## src/rtl/dshc_pkg.sv

```systemverilog
// ----------------------------------------------------------------------------
// Differential drive controller package
// Shared types, configuration layout and the control program of the
// speed and heading controller.
// ----------------------------------------------------------------------------
package dshc_pkg;

  // Item field widths.
  localparam int unsigned GainW   = 22;
  localparam int unsigned AlphaW  = 17;
  localparam int unsigned YawW    = 15;
  localparam int unsigned WordW   = 16;
  localparam int unsigned ErrW    = 18;
  localparam int unsigned IntegW  = 11;
  localparam int unsigned OpAW    = 23;
  localparam int unsigned OpBW    = 19;
  localparam int unsigned ProdW   = 42;
  localparam int unsigned StepW   = 4;
  localparam int unsigned CfgIdxW = 3;

  typedef logic [StepW-1:0] step_t;

  localparam step_t StepFirst = 4'd1;
  localparam step_t StepLast  = 4'd8;

  // Configuration register indexes.
  typedef enum logic [CfgIdxW-1:0] {
    REG_SPEED_KP       = 3'd0,
    REG_SPEED_KI       = 3'd1,
    REG_FILTER_ALPHA   = 3'd2,
    REG_HEADING_KP     = 3'd3,
    REG_HEADING_KD     = 3'd4,
    REG_HEADING_TARGET = 3'd5,
    REG_DRIVE_UPPER    = 3'd6,
    REG_DRIVE_LOWER    = 3'd7
  } reg_idx_e;

  typedef struct packed {
    logic        [GainW-1:0]  speed_kp;
    logic        [GainW-1:0]  speed_ki;
    logic        [AlphaW-1:0] filter_alpha;
    logic        [GainW-1:0]  heading_kp;
    logic        [GainW-1:0]  heading_kd;
    logic signed [YawW-1:0]   heading_target;
    logic signed [WordW-1:0]  drive_upper;
    logic signed [WordW-1:0]  drive_lower;
  } cfg_t;

  typedef struct packed {
    logic signed [WordW-1:0] speed_target;
    logic signed [WordW-1:0] count_left;
    logic signed [WordW-1:0] count_right;
    logic signed [YawW-1:0]  yaw_now;
  } in_item_t;

  typedef struct packed {
    logic signed [WordW-1:0] drive_left;
    logic signed [WordW-1:0] drive_right;
    logic signed [WordW-1:0] speed_term;
    logic signed [WordW-1:0] turn_term;
  } out_item_t;

  // Operand pair fed to the shared multiplier.
  typedef enum logic [2:0] {
    MUL_ERR_NEW  = 3'd0,  // (1 - alpha) * raw speed error
    MUL_FILT_OLD = 3'd1,  // alpha * previous filtered error
    MUL_HKP_ERR  = 3'd2,  // heading kp * heading error
    MUL_HKD_DIFF = 3'd3,  // heading kd * heading error difference
    MUL_SKP_FILT = 3'd4,  // speed kp * filtered error
    MUL_SKI_INT  = 3'd5   // speed ki * integral
  } mul_sel_e;

  typedef enum logic [1:0] {
    ACC_HOLD = 2'd0,
    ACC_LOAD = 2'd1,
    ACC_ADD  = 2'd2
  } acc_op_e;

  typedef enum logic [2:0] {
    WB_NONE  = 3'd0,
    WB_FILT  = 3'd1,
    WB_INTEG = 3'd2,
    WB_TURN  = 3'd3,
    WB_OUT   = 3'd4
  } wb_e;

  typedef enum logic [1:0] {
    JMP_NEXT    = 2'd0,  // go to the following step
    JMP_WAIT_IN = 2'd1,  // hold until an item is taken, then advance
    JMP_DONE    = 2'd2   // hold until the output slot is free, then jump
  } jmp_e;

  typedef struct packed {
    mul_sel_e mul_sel;
    acc_op_e  acc_op;
    wb_e      wb;
    jmp_e     jmp;
    step_t    target;
  } uword_t;

  // Control signals from the sequencer to the datapath.
  typedef struct packed {
    logic     capture;
    mul_sel_e mul_sel;
    acc_op_e  acc_op;
    wb_e      wb;
  } ctl_t;

  // Control program. The multiplier result is registered, so an ACC
  // operation consumes the product selected in the previous step.
  function automatic uword_t ucode(step_t s);
    uword_t w;
    w = '{MUL_ERR_NEW, ACC_HOLD, WB_NONE, JMP_NEXT, '0};
    unique case (s)
      4'd0: w = '{MUL_ERR_NEW,  ACC_HOLD, WB_NONE,  JMP_WAIT_IN, '0};
      4'd1: w = '{MUL_ERR_NEW,  ACC_HOLD, WB_NONE,  JMP_NEXT,    '0};
      4'd2: w = '{MUL_FILT_OLD, ACC_LOAD, WB_NONE,  JMP_NEXT,    '0};
      4'd3: w = '{MUL_HKP_ERR,  ACC_ADD,  WB_NONE,  JMP_NEXT,    '0};
      4'd4: w = '{MUL_HKD_DIFF, ACC_LOAD, WB_FILT,  JMP_NEXT,    '0};
      4'd5: w = '{MUL_SKP_FILT, ACC_ADD,  WB_INTEG, JMP_NEXT,    '0};
      4'd6: w = '{MUL_SKI_INT,  ACC_LOAD, WB_TURN,  JMP_NEXT,    '0};
      4'd7: w = '{MUL_SKI_INT,  ACC_ADD,  WB_NONE,  JMP_NEXT,    '0};
      4'd8: w = '{MUL_SKI_INT,  ACC_HOLD, WB_OUT,   JMP_DONE,    '0};
      default: w = '{MUL_ERR_NEW, ACC_HOLD, WB_NONE, JMP_DONE, '0};
    endcase
    return w;
  endfunction

  // Saturate a 26-bit signed value to 16 bits.
  function automatic logic signed [WordW-1:0] sat16(logic signed [25:0] x);
    logic signed [WordW-1:0] r;
    if (x > 26'sd32767) begin
      r = 16'sh7FFF;
    end else if (x < -26'sd32768) begin
      r = 16'sh8000;
    end else begin
      r = x[WordW-1:0];
    end
    return r;
  endfunction

endpackage

```

## src/rtl/dshc_datapath.sv

```systemverilog
// ----------------------------------------------------------------------------
// Controller datapath
// Shared multiplier, accumulator and controller state, steered by the
// control word of the sequencer.
// ----------------------------------------------------------------------------
module dshc_datapath #(
  parameter int IntegralLimit = 1000
) (
  input  logic                clk_i,
  input  logic                rst_ni,
  input  dshc_pkg::ctl_t      ctl_i,
  input  dshc_pkg::cfg_t      cfg_i,
  input  dshc_pkg::in_item_t  item_i,
  output dshc_pkg::out_item_t result_o
);
  import dshc_pkg::*;

  localparam logic signed [OpBW-1:0] LimPos = OpBW'(IntegralLimit);
  localparam logic signed [OpBW-1:0] LimNeg = -LimPos;
  localparam logic signed [WordW-1:0] HalfTurn = 16'sd11520;
  localparam logic signed [WordW-1:0] FullTurn = 16'sd23040;
  localparam logic [AlphaW-1:0] AlphaOne = 17'd65536;

  // Controller state.
  logic signed [ErrW-1:0]   filt_q;
  logic signed [IntegW-1:0] integ_q;
  logic signed [YawW-1:0]   prev_e_q;

  // Per-item working registers.
  logic signed [ErrW-1:0]  err_q;
  logic signed [YawW-1:0]  e_q;
  logic signed [ProdW-1:0] prod_q;
  logic signed [ProdW-1:0] acc_q;
  logic signed [WordW-1:0] t_q;

  logic [AlphaW-1:0]       alpha;
  logic [AlphaW-1:0]       alpha_inv;
  logic signed [WordW-1:0] e_diff;
  logic signed [WordW-1:0] e_raw;
  logic signed [WordW-1:0] e_wrap;
  logic signed [ErrW-1:0]  err_new;
  logic signed [OpAW-1:0]  op_a;
  logic signed [OpBW-1:0]  op_b;
  logic signed [ProdW-1:0] acc_bias16;
  logic signed [ProdW-1:0] acc_bias22;
  logic signed [OpBW-1:0]  integ_sum;
  logic signed [IntegW-1:0] integ_new;
  logic signed [WordW-1:0] v_sat;
  logic signed [WordW:0]   left_w;
  logic signed [WordW:0]   right_w;
  logic signed [WordW:0]   upper_w;
  logic signed [WordW:0]   lower_w;
  logic signed [WordW:0]   left_hi;
  logic signed [WordW:0]   right_hi;
  logic signed [WordW:0]   left_c;
  logic signed [WordW:0]   right_c;

  // Alpha above one acts as one.
  assign alpha     = (cfg_i.filter_alpha > AlphaOne) ? AlphaOne : cfg_i.filter_alpha;
  assign alpha_inv = AlphaOne - alpha;

  assign err_new = ErrW'(item_i.count_left) + ErrW'(item_i.count_right)
                 + ErrW'(item_i.speed_target);

  // Heading error wrapped into one half turn either way.
  assign e_raw = WordW'(cfg_i.heading_target) - WordW'(item_i.yaw_now);
  always_comb begin
    if (e_raw > HalfTurn) begin
      e_wrap = e_raw - FullTurn;
    end else if (e_raw < -HalfTurn) begin
      e_wrap = e_raw + FullTurn;
    end else begin
      e_wrap = e_raw;
    end
  end

  assign e_diff = WordW'(e_q) - WordW'(prev_e_q);

  always_comb begin
    op_a = '0;
    op_b = '0;
    unique case (ctl_i.mul_sel)
      MUL_ERR_NEW: begin
        op_a = OpAW'(alpha_inv);
        op_b = OpBW'(err_q);
      end
      MUL_FILT_OLD: begin
        op_a = OpAW'(alpha);
        op_b = OpBW'(filt_q);
      end
      MUL_HKP_ERR: begin
        op_a = OpAW'(cfg_i.heading_kp);
        op_b = OpBW'(e_q);
      end
      MUL_HKD_DIFF: begin
        op_a = OpAW'(cfg_i.heading_kd);
        op_b = OpBW'(e_diff);
      end
      MUL_SKP_FILT: begin
        op_a = OpAW'(cfg_i.speed_kp);
        op_b = OpBW'(filt_q);
      end
      MUL_SKI_INT: begin
        op_a = OpAW'(cfg_i.speed_ki);
        op_b = OpBW'(integ_q);
      end
      default: begin
        op_a = '0;
        op_b = '0;
      end
    endcase
  end

  // Truncation toward zero: bias negative sums before the shift.
  assign acc_bias16 = acc_q + (acc_q[ProdW-1] ? ProdW'(65535) : '0);
  assign acc_bias22 = acc_q + (acc_q[ProdW-1] ? ProdW'(4194303) : '0);

  assign integ_sum = OpBW'(integ_q) + OpBW'(filt_q);
  always_comb begin
    if (integ_sum > LimPos) begin
      integ_new = LimPos[IntegW-1:0];
    end else if (integ_sum < LimNeg) begin
      integ_new = LimNeg[IntegW-1:0];
    end else begin
      integ_new = integ_sum[IntegW-1:0];
    end
  end

  assign v_sat = sat16(acc_bias16[ProdW-1:16]);

  // Wheel mixing, limited to the upper bound first and then the lower one.
  assign upper_w  = (WordW+1)'(cfg_i.drive_upper);
  assign lower_w  = (WordW+1)'(cfg_i.drive_lower);
  assign left_w   = (WordW+1)'(v_sat) - (WordW+1)'(t_q);
  assign right_w  = (WordW+1)'(v_sat) + (WordW+1)'(t_q);
  assign left_hi  = (left_w > upper_w) ? upper_w : left_w;
  assign right_hi = (right_w > upper_w) ? upper_w : right_w;
  assign left_c   = (left_hi < lower_w) ? lower_w : left_hi;
  assign right_c  = (right_hi < lower_w) ? lower_w : right_hi;

  assign result_o = '{drive_left:  left_c[WordW-1:0],
                      drive_right: right_c[WordW-1:0],
                      speed_term:  v_sat,
                      turn_term:   t_q};

  always_ff @(posedge clk_i or negedge rst_ni) begin
    if (!rst_ni) begin
      filt_q   <= '0;
      integ_q  <= '0;
      prev_e_q <= '0;
    end else begin
      if (ctl_i.wb == WB_FILT) begin
        filt_q <= acc_bias16[ErrW+15:16];
      end
      if (ctl_i.wb == WB_INTEG) begin
        integ_q <= integ_new;
      end
      if (ctl_i.wb == WB_TURN) begin
        prev_e_q <= e_q;
      end
    end
  end

  always_ff @(posedge clk_i) begin
    prod_q <= op_a * op_b;
    if (ctl_i.capture) begin
      err_q <= err_new;
      e_q   <= e_wrap[YawW-1:0];
    end
    unique case (ctl_i.acc_op)
      ACC_LOAD: acc_q <= prod_q;
      ACC_ADD:  acc_q <= acc_q + prod_q;
      default:  acc_q <= acc_q;
    endcase
    if (ctl_i.wb == WB_TURN) begin
      // The shifted sum is signed, so it is sign-extended before saturation.
      t_q <= sat16(26'($signed(acc_bias22[ProdW-1:22])));
    end
  end

  // The integral never leaves its clamp window.
  a_integ_range : assert property (@(posedge clk_i) disable iff (!rst_ni)
    (OpBW'(integ_q) <= LimPos) && (OpBW'(integ_q) >= LimNeg))
    else $error("speed integral outside its limit");

  // A weighted mean of bounded errors stays within the error range.
  a_filt_range : assert property (@(posedge clk_i) disable iff (!rst_ni)
    (filt_q <= 18'sd98304) && (filt_q >= -18'sd98304))
    else $error("filtered error outside the speed error range");

  // The stored heading error is always wrapped.
  a_prev_wrapped : assert property (@(posedge clk_i) disable iff (!rst_ni)
    (prev_e_q <= 15'sd11520) && (prev_e_q >= -15'sd11520))
    else $error("stored heading error not wrapped");

endmodule

```

## src/rtl/differential_drive_speed_heading_ctrl.sv

```systemverilog
// ----------------------------------------------------------------------------
// Differential drive speed and heading controller
// Per control tick: low-pass filtered speed PI and wrapped heading PD,
// mixed into clamped left and right wheel drive values.
// ----------------------------------------------------------------------------
// Usage:
//   One item on the s_axis channel is one control tick (speed target, two
//   encoder counts, measured yaw). Each item yields exactly one result item
//   on the m_axis channel (both wheel drives plus the speed and turn terms).
//   The cfg channel writes the gain, target and clamp registers; write it
//   only while no item is in flight. cfg_ready_o is always high.
// Sequencing:
//   A small microcoded sequencer steps through a nine-word control program
//   that drives one shared 23x19 multiplier and an accumulator. An item is
//   taken in step zero, and its result is loaded into the output register in
//   the final step. The next item is taken only once the program is back in
//   step zero, so items are processed one at a time.
// Reset and stalls:
//   Reset restores the register defaults and clears the filter, integral
//   and previous heading error. The output register holds a finished result
//   while the receiver stalls; the next item is still taken and computed,
//   and the sequencer waits in its final step until the output slot frees.
// ----------------------------------------------------------------------------
module differential_drive_speed_heading_ctrl #(
  parameter int IntegralLimit = 1000
) (
  input  logic                        clk_i,
  input  logic                        rst_ni,
  // [15:0] speed_target, [31:16] count_left, [47:32] count_right,
  // [62:48] yaw_now, [63] zero
  input  logic                        s_axis_tvalid,
  output logic                        s_axis_tready,
  input  logic [63:0]                 s_axis_tdata,
  // [15:0] drive_left, [31:16] drive_right, [47:32] speed_term,
  // [63:48] turn_term
  output logic                        m_axis_tvalid,
  input  logic                        m_axis_tready,
  output logic [63:0]                 m_axis_tdata,
  input  logic                        cfg_valid_i,
  output logic                        cfg_ready_o,
  input  logic [dshc_pkg::CfgIdxW-1:0] cfg_index_i,
  input  logic [dshc_pkg::GainW-1:0]  cfg_data_i
);
  import dshc_pkg::*;

  step_t     step_q;
  step_t     step_d;
  uword_t    uw;
  ctl_t      ctl;
  cfg_t      cfg_q;
  in_item_t  item;
  out_item_t result;
  logic      in_acc;
  logic      out_free;
  logic      out_load;
  logic      m_valid_q;
  logic      m_valid_d;
  logic [63:0] m_data_q;

  // Configuration registers.
  assign cfg_ready_o = 1'b1;

  always_ff @(posedge clk_i or negedge rst_ni) begin
    if (!rst_ni) begin
      cfg_q.speed_kp       <= 22'd249037;
      cfg_q.speed_ki       <= 22'd328;
      cfg_q.filter_alpha   <= 17'd45875;
      cfg_q.heading_kp     <= 22'd917504;
      cfg_q.heading_kd     <= 22'd655360;
      cfg_q.heading_target <= '0;
      cfg_q.drive_upper    <= 16'sd800;
      cfg_q.drive_lower    <= -16'sd800;
    end else if (cfg_valid_i) begin
      unique case (reg_idx_e'(cfg_index_i))
        REG_SPEED_KP:       cfg_q.speed_kp       <= cfg_data_i;
        REG_SPEED_KI:       cfg_q.speed_ki       <= cfg_data_i;
        REG_FILTER_ALPHA:   cfg_q.filter_alpha   <= cfg_data_i[AlphaW-1:0];
        REG_HEADING_KP:     cfg_q.heading_kp     <= cfg_data_i;
        REG_HEADING_KD:     cfg_q.heading_kd     <= cfg_data_i;
        REG_HEADING_TARGET: cfg_q.heading_target <= cfg_data_i[YawW-1:0];
        REG_DRIVE_UPPER:    cfg_q.drive_upper    <= cfg_data_i[WordW-1:0];
        REG_DRIVE_LOWER:    cfg_q.drive_lower    <= cfg_data_i[WordW-1:0];
        default: ;
      endcase
    end
  end

  // Sequencer: the control word of the current step, and the step counter
  // with its two conditional jumps (wait for an item, wait for the output).
  assign uw       = ucode(step_q);
  assign in_acc   = s_axis_tvalid && s_axis_tready;
  assign out_free = !m_valid_q || m_axis_tready;
  assign out_load = (uw.wb == WB_OUT) && out_free;

  assign s_axis_tready = (step_q == '0);

  always_comb begin
    unique case (uw.jmp)
      JMP_NEXT:    step_d = step_q + 4'd1;
      JMP_WAIT_IN: step_d = in_acc ? step_q + 4'd1 : step_q;
      JMP_DONE:    step_d = out_free ? uw.target : step_q;
      default:     step_d = '0;
    endcase
  end

  always_ff @(posedge clk_i or negedge rst_ni) begin
    if (!rst_ni) begin
      step_q <= '0;
    end else begin
      step_q <= step_d;
    end
  end

  assign ctl = '{capture: in_acc, mul_sel: uw.mul_sel, acc_op: uw.acc_op, wb: uw.wb};

  assign item = '{speed_target: s_axis_tdata[15:0],
                  count_left:   s_axis_tdata[31:16],
                  count_right:  s_axis_tdata[47:32],
                  yaw_now:      s_axis_tdata[62:48]};

  dshc_datapath #(
    .IntegralLimit(IntegralLimit)
  ) u_datapath (
    .clk_i    (clk_i),
    .rst_ni   (rst_ni),
    .ctl_i    (ctl),
    .cfg_i    (cfg_q),
    .item_i   (item),
    .result_o (result)
  );

  // Output register: holds one finished result while the receiver stalls.
  assign m_valid_d = out_load ? 1'b1 : (m_axis_tready ? 1'b0 : m_valid_q);

  always_ff @(posedge clk_i or negedge rst_ni) begin
    if (!rst_ni) begin
      m_valid_q <= 1'b0;
    end else begin
      m_valid_q <= m_valid_d;
    end
  end

  always_ff @(posedge clk_i) begin
    if (out_load) begin
      m_data_q <= {result.turn_term, result.speed_term,
                   result.drive_right, result.drive_left};
    end
  end

  assign m_axis_tvalid = m_valid_q;
  assign m_axis_tdata  = m_data_q;

  // An accepted item always starts the program at its first working step.
  a_accept_starts : assert property (@(posedge clk_i) disable iff (!rst_ni)
    in_acc |=> (step_q == StepFirst))
    else $error("program did not start after an accepted item");

  // A new result only appears out of the final program step.
  a_result_from_last : assert property (@(posedge clk_i) disable iff (!rst_ni)
    $rose(m_axis_tvalid) |-> ($past(step_q) == StepLast))
    else $error("result loaded outside the final step");

  // The step counter never runs past the end of the program.
  a_step_bound : assert property (@(posedge clk_i) disable iff (!rst_ni)
    step_q <= StepLast)
    else $error("step counter beyond the program");

endmodule
```

## config.mk

```make
export PLATFORM = sky130hd
export DESIGN_NAME = differential_drive_speed_heading_ctrl
export DESIGN_NICKNAME = d
export VERILOG_FILES = /design/src/rtl/dshc_pkg.sv /design/src/rtl/dshc_datapath.sv /design/src/rtl/differential_drive_speed_heading_ctrl.sv
export SDC_FILE = /design/constraint.sdc
export NUM_CORES = 2
export LEC_CHECK = 0
export BUFFER_PORTS_ARGS = -buffer_cell sky130_fd_sc_hd__buf_2
export CAP_MARGIN = 20
export CORE_MARGIN = 1
export CORE_UTILIZATION = 35
export CTS_BUF_LIST = sky130_fd_sc_hd__clkbuf_2 sky130_fd_sc_hd__clkbuf_4 sky130_fd_sc_hd__clkbuf_8
export CTS_CLUSTER_DIAMETER = 30
export DETAILED_ROUTE_END_ITERATION = 12
export GPL_TIMING_DRIVEN = 0
export SYNTH_ARGS = -nofsm -noshare
export SYNTH_HDL_FRONTEND = slang
export SYNTH_HIERARCHICAL = 1
export SYNTH_SLANG_ARGS = --single-unit
```

## constraint.sdc

```tcl
create_clock -name clk_i -period 18.73 [get_ports clk_i]
set_input_delay 0 -clock clk_i [delete_from_list [all_inputs] [get_ports clk_i]]
set_output_delay 0 -clock clk_i [all_outputs]
set_load 0.005 [all_outputs]
```

==> flow_results.org <==
** Run status
- Result of the run :: completed

** Die
- The die is 340 um tall.
- Overall die width :: 340 um
- Top-Level Pins :: 161
- CORE AREA :: 113000 um^2
- Row Count :: 123
- The die covers 115000 um^2.
- Initial core utilization :: 35.4%

** Global route
- First-pass GRT wire length :: 188000 um
- The number of antenna violations at the first check in global routing is 1.
- Leftover overflow at the end of global routing :: 0
- Entering global routing, the biggest net connects 119 pins.
- The via count of the first global-routing pass came to 31800.
- GR Util All Layers :: 21.2%

** Clock network
- TritonCTS clock tree :: yes
- Number of setup buffers added after CTS :: 0
- Clock-pin slew was measured on the worst setup and hold paths at 0.06 ns.
- H-tree lvl count :: 3
- Skew-Pair Late Insertion Delay :: 0.70 ns
- The cell sitting at the root of the clock tree is a sky130_fd_sc_hd__clkbuf_8.
- Hold-fix buffers at CTS :: 65
- The clock passes through at most 3 buffers.
- The number of gates resized after CTS was 0.
- Clock tree synthesis found a total of 398 sinks.
- Number of buffers inserted during clock tree synthesis :: 89

** Detailed routing
- Dividing the detail-routed via count by the number of cells gives 5.31.
- For this run, design rule violations remaining after detail routing come to 0.
- Vias after detailed routing :: 32100
- The first routing iteration left 2392 violations.
- Dividing the detail-routed wire length by the instance count gives 20.5 um.
- Total wire length after detailed routing :: 124000 um
- Detail Route Antenna Nets :: 0
- Count of TritonRoute iterations in the first routing pass :: 7

** Timing
- Actual slew at the worst max-slew pin :: 1.47 ns
- Worst slew margin :: 2.05%
- The worst path uses 69.6% of the clock period.
- The clock arrives with 0.0496 ns of skew.
- Hold Fails Final Rpt :: 0
- Clock period minus worst slack :: 13.03 ns
- Setup repair after global routing left no endpoint under its margin.
- Peak clock frequency supported by timing :: 76.7 MHz
- Setup violations remaining at the end of the flow were counted as 0.
- Count of pins over their slew limit :: 0
- Post-route setup TNS :: 0 ns

** Synthesis
- Mean instance size in the synthesized netlist :: 9.64 um^2
- Of the post-synthesis cell area, the part taken by muxes is 7.16%.
- Syn Inst Count :: 4134
- Area fraction in and, or, nand and nor cells after synthesis :: 12.2%
- In the synthesized netlist the async set-or-reset flop fraction comes to 50.5%.
- Leading register cell type out of synthesis :: sky130_fd_sc_hd__dfrtp_1
- Summing the areas of all compound-gate instances in the mapped netlist gives 12.7% of the synthesized area.
- Number of enable-type register cells in the synthesized netlist :: 155
- By area, the combinational part of the netlist is dominated by adder cells.
- Syn Nets :: 4992
- The netlist uses 91 different library cells.
- The synthesized netlist devotes 4.04% of its cell area to XOR and XNOR gates.
- Summed instance area of the synthesized netlist :: 39900 um^2
- Of the synthesized area, sequential elements account for 26.5%.
- Counting flops and latches in the post-synthesis netlist gives 398.
- Adder and majority gate portion of the synthesized area :: 30.8%
- Synthesis warning total :: 6

** Layout
- Syn-to-layout area delta :: 14.2%
- Of the cells placed in the final design, the portion with a size suffix greater than 1 is 14.6%.
- The finished layout holds 6039 standard cells, fillers aside.
- For this run, the post-layout net count is 5319.

** Place
- During placement, the flow inserted port buffers numbering 154.
- Number of placed instances, taps included :: 5802
- Detail Placement HPWL :: 98900 um
- GPL Wtd Cong :: 1.01

** Critical path
- Critical path fanouts, max :: 27
- STA classifies the critical path endpoint as a flop.
- At the worst endpoint, the required time is 19.14 ns.
- The critical path is of the flop to flop type.
- The largest individual stage delay along the critical path comes from the cell sky130_fd_sc_hd__edfxtp_1.
- Data arrives at the worst endpoint at 13.44 ns.
- Library cell appearing most often on the critical path :: sky130_fd_sc_hd__a21oi_1
- Stage delay of the slowest cell on the critical path :: 1.03 ns
- STA classifies the critical path startpoint as a flop.

** Job
- Across the run, the number of max-cap violations was 0.

** Worst hold path
- Class of the most critical hold timing path :: input port to flop
==> area by class of cell <==
class | instances | area (um^2)
diodes | 3 | 7.51
plain buffers | 152 | 616
clock buffers | 112 | 1430
clock inverters | 54 | 691
fillers | 11200 | 67100
inverters | 539 | 2020
multi-input cells | 3045 | 26700
flip-flops and latches | 398 | 10600
well taps | 1500 | 1880
repair buffers | 236 | 1620
==> placed cells by master (no fill, tap or decap), types with 38 or more instances in the layout <==
cell type,instances
sky130_fd_sc_hd__mux2_2,229
sky130_fd_sc_hd__clkbuf_8,94
sky130_fd_sc_hd__xor2_1,59
sky130_fd_sc_hd__ha_1,402
sky130_fd_sc_hd__clkbuf_1,125
sky130_fd_sc_hd__a21oi_1,173
sky130_fd_sc_hd__o21ai_0,186
sky130_fd_sc_hd__nand3_1,48
sky130_fd_sc_hd__dfxtp_1,42
sky130_fd_sc_hd__dfrtp_1,161
sky130_fd_sc_hd__nand2b_1,39
sky130_fd_sc_hd__nor2b_1,38
sky130_fd_sc_hd__inv_1,537
sky130_fd_sc_hd__buf_2,171
sky130_fd_sc_hd__xnor2_1,125
sky130_fd_sc_hd__nand2_1,463
sky130_fd_sc_hd__fa_1,362
sky130_fd_sc_hd__edfxtp_1,155
sky130_fd_sc_hd__dlygate4sd3_1,64
sky130_fd_sc_hd__nor2_1,275
sky130_fd_sc_hd__dfstp_2,40
sky130_fd_sc_hd__a21o_1,100
sky130_fd_sc_hd__nor3_1,48
==> worst max-delay path: cells and delay by family (launching register included) <==
family | cells | cell delay [ns]
compound gates | 22 | 5.60
xor+xnor | 2 | 0.87
fa+ha+maj | 4 | 1.53
buf+inv | 4 | 1.87
flops | 1 | 1.03
mux | 2 | 0.84
simple gates | 10 | 1.01
==> synth_stat cells (all sizes together), types with 11 or more instances <==
master | instances | share of area [%]
o21bai | 19 | 0.36
a211oi | 27 | 0.51
o211ai | 14 | 0.26
a2111oi | 11 | 0.26
a22o | 17 | 0.37
buf | 25 | 0.34
nand2 | 463 | 4.4
ha | 402 | 13
a221o | 14 | 0.35
xor2 | 59 | 1.3
xnor2 | 125 | 2.7
and3 | 24 | 0.38
nor3 | 50 | 0.65
clkbuf | 127 | 1.2
a221oi | 16 | 0.37
nand4 | 31 | 0.50
o21ai | 203 | 2.6
nor2b | 38 | 0.60
and2 | 20 | 0.31
edfxtp | 155 | 12
nand3b | 13 | 0.24
o31ai | 17 | 0.32
fa | 362 | 18
dfrtp | 161 | 10
inv | 538 | 5.1
mux2 | 240 | 6.8
a21oi | 175 | 2.2
a31oi | 29 | 0.46
nor2 | 275 | 2.6
dfstp | 40 | 2.6
o21a | 22 | 0.41
a22oi | 27 | 0.51
mux2i | 15 | 0.38
dfxtp | 42 | 2.1
nand3 | 48 | 0.60
a21o | 100 | 1.9
nand2b | 40 | 0.65
==> logic make-up after synthesis <==
group | count (synthesis)
AND/OR/NAND/NOR | 1068
AO/OA/AOI/OAI | 773
adder cells (fa/ha/maj) | 764
buffers and inverters | 691
flip-flops | 398
multiplexers | 255
XOR/XNOR | 184
other | 1
==> metrics by stage <==
| stage | worst slack [ns] | instance area, um^2 | util [%] | hold WS, ns |
|---|---|---|---|---|
| after floorplan | 8.08 | 39900 | - | -0.296 |
| after global placement | 5.53 | 42500 | 37.7 | 0.287 |
| after detailed placement | 5.94 | 42700 | 37.9 | 0.0560 |
| after CTS | 5.87 | 45500 | 40.4 | 0.00376 |
| after global routing | 4.62 | 45500 | 40.4 | 0.0581 |
| final | 5.70 | 45500 | 40.4 | 0.0555 |
==> state kept, by name, summed over array words and instances, names as in the netlist, 15 cells and up <==
| name | flops |
|---|---|
| u_datapath/t_q | 16 |
| u_datapath/e_q | 15 |
| cfg_q | 152 |
| u_datapath/acc_q | 42 |
| u_datapath/filt_q | 18 |
| u_datapath/prev_e_q | 15 |
| m_axis_tdata | 64 |
| u_datapath/err_q | 18 |
| u_datapath/prod_q | 42 |
==> worst paths after layout <==
check	from	to	slack, ns	cells past startpoint
worst max-delay path	u_datapath/acc_q[41]$_DFFE_PP_	m_axis_tdata[9]$_DFFE_PP_	5.70	44
worst min-delay path	s_axis_tdata[51]	u_datapath/e_q[3]$_DFFE_PP_	0.06	5
worst max register to register	u_datapath/acc_q[41]$_DFFE_PP_	m_axis_tdata[9]$_DFFE_PP_	5.70	44
worst min register to register	u_datapath/prev_e_q[14]$_DFFE_PN0N_	u_datapath/prev_e_q[14]$_DFFE_PN0N_	0.49	2
max in group asynchronous	rst_ni	cfg_q[101]$_DFFE_PN0P_	17.54	4
min in group asynchronous	rst_ni	cfg_q[14]$_DFFE_PN1P_	0.52	3
==> metal layers <==
metal | vias up | share of wire, % | GRT usage [%]
met5 | - | 0 | 0
met4 | 0 | 3.6 | 7.80
met3 | 213 | 7.1 | 3.84
met2 | 1147 | 47 | 35.1
met1 | 15900 | 42 | 27.4
li1 | 14800 | - | -
Power is left out: the tool's default activity adds up to more than one toggle a clock period on the data nets, which glitch-free logic cannot reach.
